File: config.mk
export PLATFORM = sky130hd
export DESIGN_NAME = gsp_ctrl
export DESIGN_NICKNAME = d
export VERILOG_FILES = /design/src/hw/rtl/gsp_pkg.sv /design/src/hw/rtl/gsp_ctrl.sv
export SDC_FILE = /design/constraint.sdc
export NUM_CORES = 1
export LEC_CHECK = 0
export ABC_AREA = 1
export BUFFER_PORTS_ARGS = -buffer_cell sky130_fd_sc_hd__buf_4
export CORE_MARGIN = 2
export CORE_UTILIZATION = 45
export DETAILED_ROUTE_END_ITERATION = 8
export MAX_ROUTING_LAYER = met4
export PLACE_DENSITY = 0.77
export SLEW_MARGIN = 20
export SYNTH_ARGS = -nofsm -noshare
export SYNTH_HDL_FRONTEND = slang
export SYNTH_SLANG_ARGS = --single-unit
export TNS_END_PERCENT = 20
File: constraint.sdc
create_clock -name clk_i -period 1.8 [get_ports clk_i]
set_input_delay 0.27 -clock clk_i [delete_from_list [all_inputs] [get_ports clk_i]]
set_output_delay 0.27 -clock clk_i [all_outputs]
set_load 0.05 [all_outputs]
File: src/hw/rtl/gsp_pkg.sv
// Shared types and constants for the graph shortest path engine.
// Used by gsp_ctrl, gsp_dp and the top level.
`timescale 1ns / 1ps
`default_nettype none

package gsp_pkg;

  localparam int NUM_VERTICES_DEF = 64;
  localparam int WEIGHT_BITS_DEF  = 15;

  localparam int OP_W   = 3;
  localparam int ID_W   = 6;
  localparam int WRAW_W = 16;
  localparam int DIST_W = 21;

  localparam logic [DIST_W-1:0] DIST_INF = {DIST_W{1'b1}};

  typedef enum logic [OP_W-1:0] {
    OP_VINS = 3'd0,
    OP_VDEL = 3'd1,
    OP_EINS = 3'd2,
    OP_EDEL = 3'd3,
    OP_QRY  = 3'd4
  } op_e;

  // edge store write source
  typedef enum logic [2:0] {
    EW_NONE,
    EW_CLEAR,
    EW_INS,
    EW_DEL,
    EW_ROW,
    EW_COL
  } ew_sel_e;

  typedef struct packed {
    logic    cnt_clr;
    logic    cnt_inc;
    logic    latch;
    logic    vset;
    logic    vclr;
    logic    vis_clr;
    logic    vis_set;
    logic    dist_init;
    logic    scan_init;
    logic    scan_rd;
    logic    relax_rd;
    ew_sel_e ew_sel;
    logic    res_set;
    logic    res_ok;
    logic    res_len_dist;
    logic    out_load;
  } gsp_cmd_t;

  typedef struct packed {
    logic [OP_W-1:0] op;
    logic clr_last;
    logic vtx_last;
    logic a_range;
    logic a_pres;
    logic b_pres;
    logic w_ok;
    logic edge_hit;
    logic best_valid;
    logic reached;
    logic out_free;
  } gsp_stat_t;

endpackage

`default_nettype wire

File: src/hw/rtl/gsp_ctrl.sv
// Controller: sequences updates, the reset clearing pass and the query rounds.
// Depends on gsp_pkg.
`timescale 1ns / 1ps
`default_nettype none

module gsp_ctrl import gsp_pkg::*; (
  input  wire logic      clk_i,
  input  wire logic      rst_ni,
  input  wire logic      in_valid_i,
  output logic           in_ready_o,
  input  wire gsp_stat_t stat_i,
  output gsp_cmd_t       cmd_o
);

  typedef enum logic [3:0] {
    ST_CLEAR, ST_IDLE, ST_EXEC, ST_VDEL_ROW, ST_VDEL_COL, ST_EDGE_RD, ST_EDGE_WR,
    ST_Q_INIT, ST_Q_SCAN, ST_Q_SCAN_END, ST_Q_PICK, ST_Q_RELAX, ST_Q_RELAX_END,
    ST_Q_FIN_RD, ST_Q_FIN, ST_RESP
  } state_e;

  state_e state_q, state_d;

  assign in_ready_o = state_q == ST_IDLE;

  always_comb begin
    cmd_o   = '0;
    cmd_o.ew_sel = EW_NONE;
    state_d = state_q;
    case (state_q)
      ST_CLEAR: begin
        cmd_o.ew_sel  = EW_CLEAR;
        cmd_o.cnt_inc = 1'b1;
        if (stat_i.clr_last) begin
          state_d = ST_IDLE;
        end
      end
      ST_IDLE: begin
        if (in_valid_i) begin
          cmd_o.latch = 1'b1;
          state_d     = ST_EXEC;
        end
      end
      ST_EXEC: begin
        cmd_o.cnt_clr = 1'b1;
        cmd_o.res_set = 1'b1;
        state_d       = ST_RESP;
        case (stat_i.op)
          OP_VINS: begin
            if (stat_i.a_range && !stat_i.a_pres) begin
              cmd_o.vset   = 1'b1;
              cmd_o.res_ok = 1'b1;
            end
          end
          OP_VDEL: begin
            if (stat_i.a_pres) begin
              cmd_o.res_set = 1'b0;
              state_d       = ST_VDEL_ROW;
            end
          end
          OP_EINS: begin
            if (stat_i.a_pres && stat_i.b_pres && stat_i.w_ok) begin
              cmd_o.res_set = 1'b0;
              state_d       = ST_EDGE_RD;
            end
          end
          OP_EDEL: begin
            if (stat_i.a_pres && stat_i.b_pres) begin
              cmd_o.ew_sel = EW_DEL;
              cmd_o.res_ok = 1'b1;
            end
          end
          OP_QRY: begin
            if (stat_i.a_pres && stat_i.b_pres) begin
              cmd_o.res_set = 1'b0;
              cmd_o.vis_clr = 1'b1;
              state_d       = ST_Q_INIT;
            end
          end
          default: ;
        endcase
      end
      ST_VDEL_ROW: begin
        cmd_o.ew_sel  = EW_ROW;
        cmd_o.cnt_inc = 1'b1;
        if (stat_i.vtx_last) begin
          cmd_o.cnt_clr = 1'b1;
          state_d       = ST_VDEL_COL;
        end
      end
      ST_VDEL_COL: begin
        cmd_o.ew_sel  = EW_COL;
        cmd_o.cnt_inc = 1'b1;
        if (stat_i.vtx_last) begin
          cmd_o.vclr    = 1'b1;
          cmd_o.res_set = 1'b1;
          cmd_o.res_ok  = 1'b1;
          state_d       = ST_RESP;
        end
      end
      ST_EDGE_RD: state_d = ST_EDGE_WR;
      ST_EDGE_WR: begin
        cmd_o.res_set = 1'b1;
        if (!stat_i.edge_hit) begin
          cmd_o.ew_sel = EW_INS;
          cmd_o.res_ok = 1'b1;
        end
        state_d = ST_RESP;
      end
      ST_Q_INIT: begin
        cmd_o.dist_init = 1'b1;
        cmd_o.cnt_inc   = 1'b1;
        if (stat_i.vtx_last) begin
          cmd_o.cnt_clr   = 1'b1;
          cmd_o.scan_init = 1'b1;
          state_d         = ST_Q_SCAN;
        end
      end
      ST_Q_SCAN: begin
        cmd_o.scan_rd = 1'b1;
        cmd_o.cnt_inc = 1'b1;
        if (stat_i.vtx_last) begin
          cmd_o.cnt_clr = 1'b1;
          state_d       = ST_Q_SCAN_END;
        end
      end
      ST_Q_SCAN_END: state_d = ST_Q_PICK;
      ST_Q_PICK: begin
        if (stat_i.best_valid) begin
          cmd_o.vis_set = 1'b1;
          state_d       = ST_Q_RELAX;
        end else begin
          state_d = ST_Q_FIN_RD;
        end
      end
      ST_Q_RELAX: begin
        cmd_o.relax_rd = 1'b1;
        cmd_o.cnt_inc  = 1'b1;
        if (stat_i.vtx_last) begin
          cmd_o.cnt_clr = 1'b1;
          state_d       = ST_Q_RELAX_END;
        end
      end
      ST_Q_RELAX_END: begin
        cmd_o.scan_init = 1'b1;
        state_d         = ST_Q_SCAN;
      end
      ST_Q_FIN_RD: state_d = ST_Q_FIN;
      ST_Q_FIN: begin
        cmd_o.res_set      = 1'b1;
        cmd_o.res_ok       = stat_i.reached;
        cmd_o.res_len_dist = stat_i.reached;
        state_d            = ST_RESP;
      end
      ST_RESP: begin
        if (stat_i.out_free) begin
          cmd_o.out_load = 1'b1;
          state_d        = ST_IDLE;
        end
      end
      default: state_d = ST_IDLE;
    endcase
  end

  always_ff @(posedge clk_i or negedge rst_ni) begin
    if (!rst_ni) begin
      state_q <= ST_CLEAR;
    end else begin
      state_q <= state_d;
    end
  end

endmodule

`default_nettype wire

==> run summary <==
failing checks - setup timing
Tightest Pin Transition - 0.2816 ns
Overflow after GRT - 0
Biggest register - state_q
clk_skew - 0.005718 ns
Synthesized Nets - 148
fin cells - 197
vias in the first global route - 955
CTS tree - built
CTS H-tree depth - 1
synthesized flop and latch total - 4
I/O pins - 35
XOR/XNOR share of the synthesized area - 0
Worst-path clk slew - 0.04 ns
final max-slew violation count - 0
Clock Tree Root - clkbuf_4
synthesized area - 703.2 sq um
Final WS setup - -0.06214 ns
max reg flops - 4
critical path fanouts, max - 5
mux contribution to synthesized area - 0
gpl congestion - 0.9137
DR WL/cell - 11.93 microns
run status - finished, violations left
Reg2Reg Depth - 11
worst-skew pair later-pin latency - 0.23 ns
Initial Util - 0.4723
FP Rows - 14
R2R Path Start - state_q[0]
initial antenna violation count - 0
DR vias - 1025
drt pass-1 iters - 4
NumNets Final - 199
final hold violation count - 0
Compound-Gate Fraction of Synth Area - 0.08719
Total GRT Usage - 0.2747
Hold WC Path Type - in -> async
detailed placement HPWL - 1757 microns
CP Launch Type - register
P_leak - 0.6889 nW
max cap viols - 0
cell count after placement - 185
FF-to-FF End - state_q[3]
final setup vio count - 4
CTS sink cnt - 4
most frequent cells in the layout - 37 x nand2_1, 37 x buf_4, 15 x inv_1, 13 x nor2_1, 11 x nand3_1
CTS max path bufs - 2
WP data arrival - 1.59 ns
Synth Instances - 132
Min Hold Slack - 0.3840 ns
Worst R2R Setup Slack - 0.23 ns
global-route wire length before repair - 3919 microns
Worst VDD drop - 1.679 mV
Die Area - 0.001895 sq mm
register area share after synthesis - 0.1423
fmax - 537.0 MHz
Power Density - 1920 mW/mm^2
vias per cell - 5.203
port buffer count - 34
Unique masters post-synth - 20
DIE WIDTH - 43.53 microns
Post-Route WL - 2350 microns
largest family of logic cells by synthesized area - simple AND/OR/NAND/NOR gates
Die Y - 43.53 microns
share of layout cells above drive strength 1 - 0.4586
Crit path required time - 1.53 ns
starting DRC count in detailed routing - 46
Simple-Gate Fraction of Synth Area - 0.6352
RSZ-0062 raised after global routing - true
worst rel slew slack - 0.8121
critical setup path kind - reg -> out
Synth Area in Adders - 0
Num CTS Buffers - 3
post-synthesis average cell area - 5.327 sq um
Final period util - 1.035
largest net degree at the start of global routing - 9
crit end category - output pin
# diodes - 0
Yosys warnings - 0
post-layout min period - 1.862 ns
Detail Route Antenna Nets - 0
CORE AREA - 0.001489 sq mm
DRC Markers - 0
biggest regs - state_q x4
Area Growth Syn to Fin - 72.06%
[cell families (layout without fill, tap and decap cells)]
group           count (synthesis)  after routing
simple gates                   92             92
buf+inv                        25             74
compound gates                 11             11
flops                           4              4
[power by group]
group	switching [mW]	internal, mW
clock	0.0340	0.0743
combinational	1.28	0.698
sequential	0.0848	0.149
total	1.40	0.921
[synth_stat cells, drive strengths merged]
library cell  number  area share
nand3             13        0.10
nor3               8       0.057
o21ai             10       0.077
nand2             45        0.27
clkinv             1      0.0071
o31ai              1       0.011
nand3b             1       0.011
inv               24        0.13
dfrtp              4        0.14
nand4              3       0.036
nor2              22        0.17
[critical path, cell delays in order, from the launching register on]
cell     delay (ns)
dfrtp_2        0.44
inv_2          0.09
nand2_4        0.07
nor2_4         0.19
inv_4          0.07
nor2_4         0.10
nand4_4        0.12
o31ai_4        0.09
buf_6          0.19
[final cells by class]
class / instances / area (sq um)
Multi-Input combinational cell: 103 / 585.6
Timing Repair Buffer: 46 / 377.9
Fill cell: 106 / 279.0
Sequential cell: 4 / 102.6
Inverter: 25 / 101.3
Clock buffer: 3 / 22.52
Tap cell: 16 / 20.02
[per-layer routing]
layer  vias up  share of wire  track usage
li1        518              -            -
met3         4          0.054      0.03333
met5         -              0            -
met1       457           0.42       0.3495
met4         0         0.0081      0.09091
met2        46           0.52       0.4507
[per-stage QoR]
step	TNS [ns]	setup WS (ns)	cell area, sq um	power, mW	util
3_5_place_dp	0	0.04363	1008	1.854	0.6773
2_1_floorplan	-1.850	-0.3835	710.7	1.404	-
3_3_place_gp	0	0.1106	1008	1.845	0.6773
6_report	-0.1734	-0.06214	1210	2.324	0.8126
5_1_grt	-0.5476	-0.1265	1210	2.482	0.8126
4_1_cts	-0.09590	-0.02709	1136	2.133	0.7630
[worst max path at each step]
stage	startpoint	end	slack, ns	cells after the start
after floorplan	state_q[3]	cmd_o[2]	-0.38	6
final	state_q[0]	cmd_o[4]	-0.06	8
after global placement	state_q[0]	cmd_o[4]	0.11	8
after CTS	state_q[3]	cmd_o[4]	-0.03	8
after detailed placement	state_q[0]	cmd_o[4]	0.04	8
after global routing	state_q[0]	cmd_o[4]	-0.13	8
[what timing repair did]
item,4_1_cts,5_1_grt
pin swaps,3,2
buffers inserted,6,2
cloned,0,0
resized for setup,12,15
hold buffers,1,0
setup endpoints to repair,6,9
endpoints found under the hold margin,4,0
Note: power is estimated with default switching activity, not from simulation.
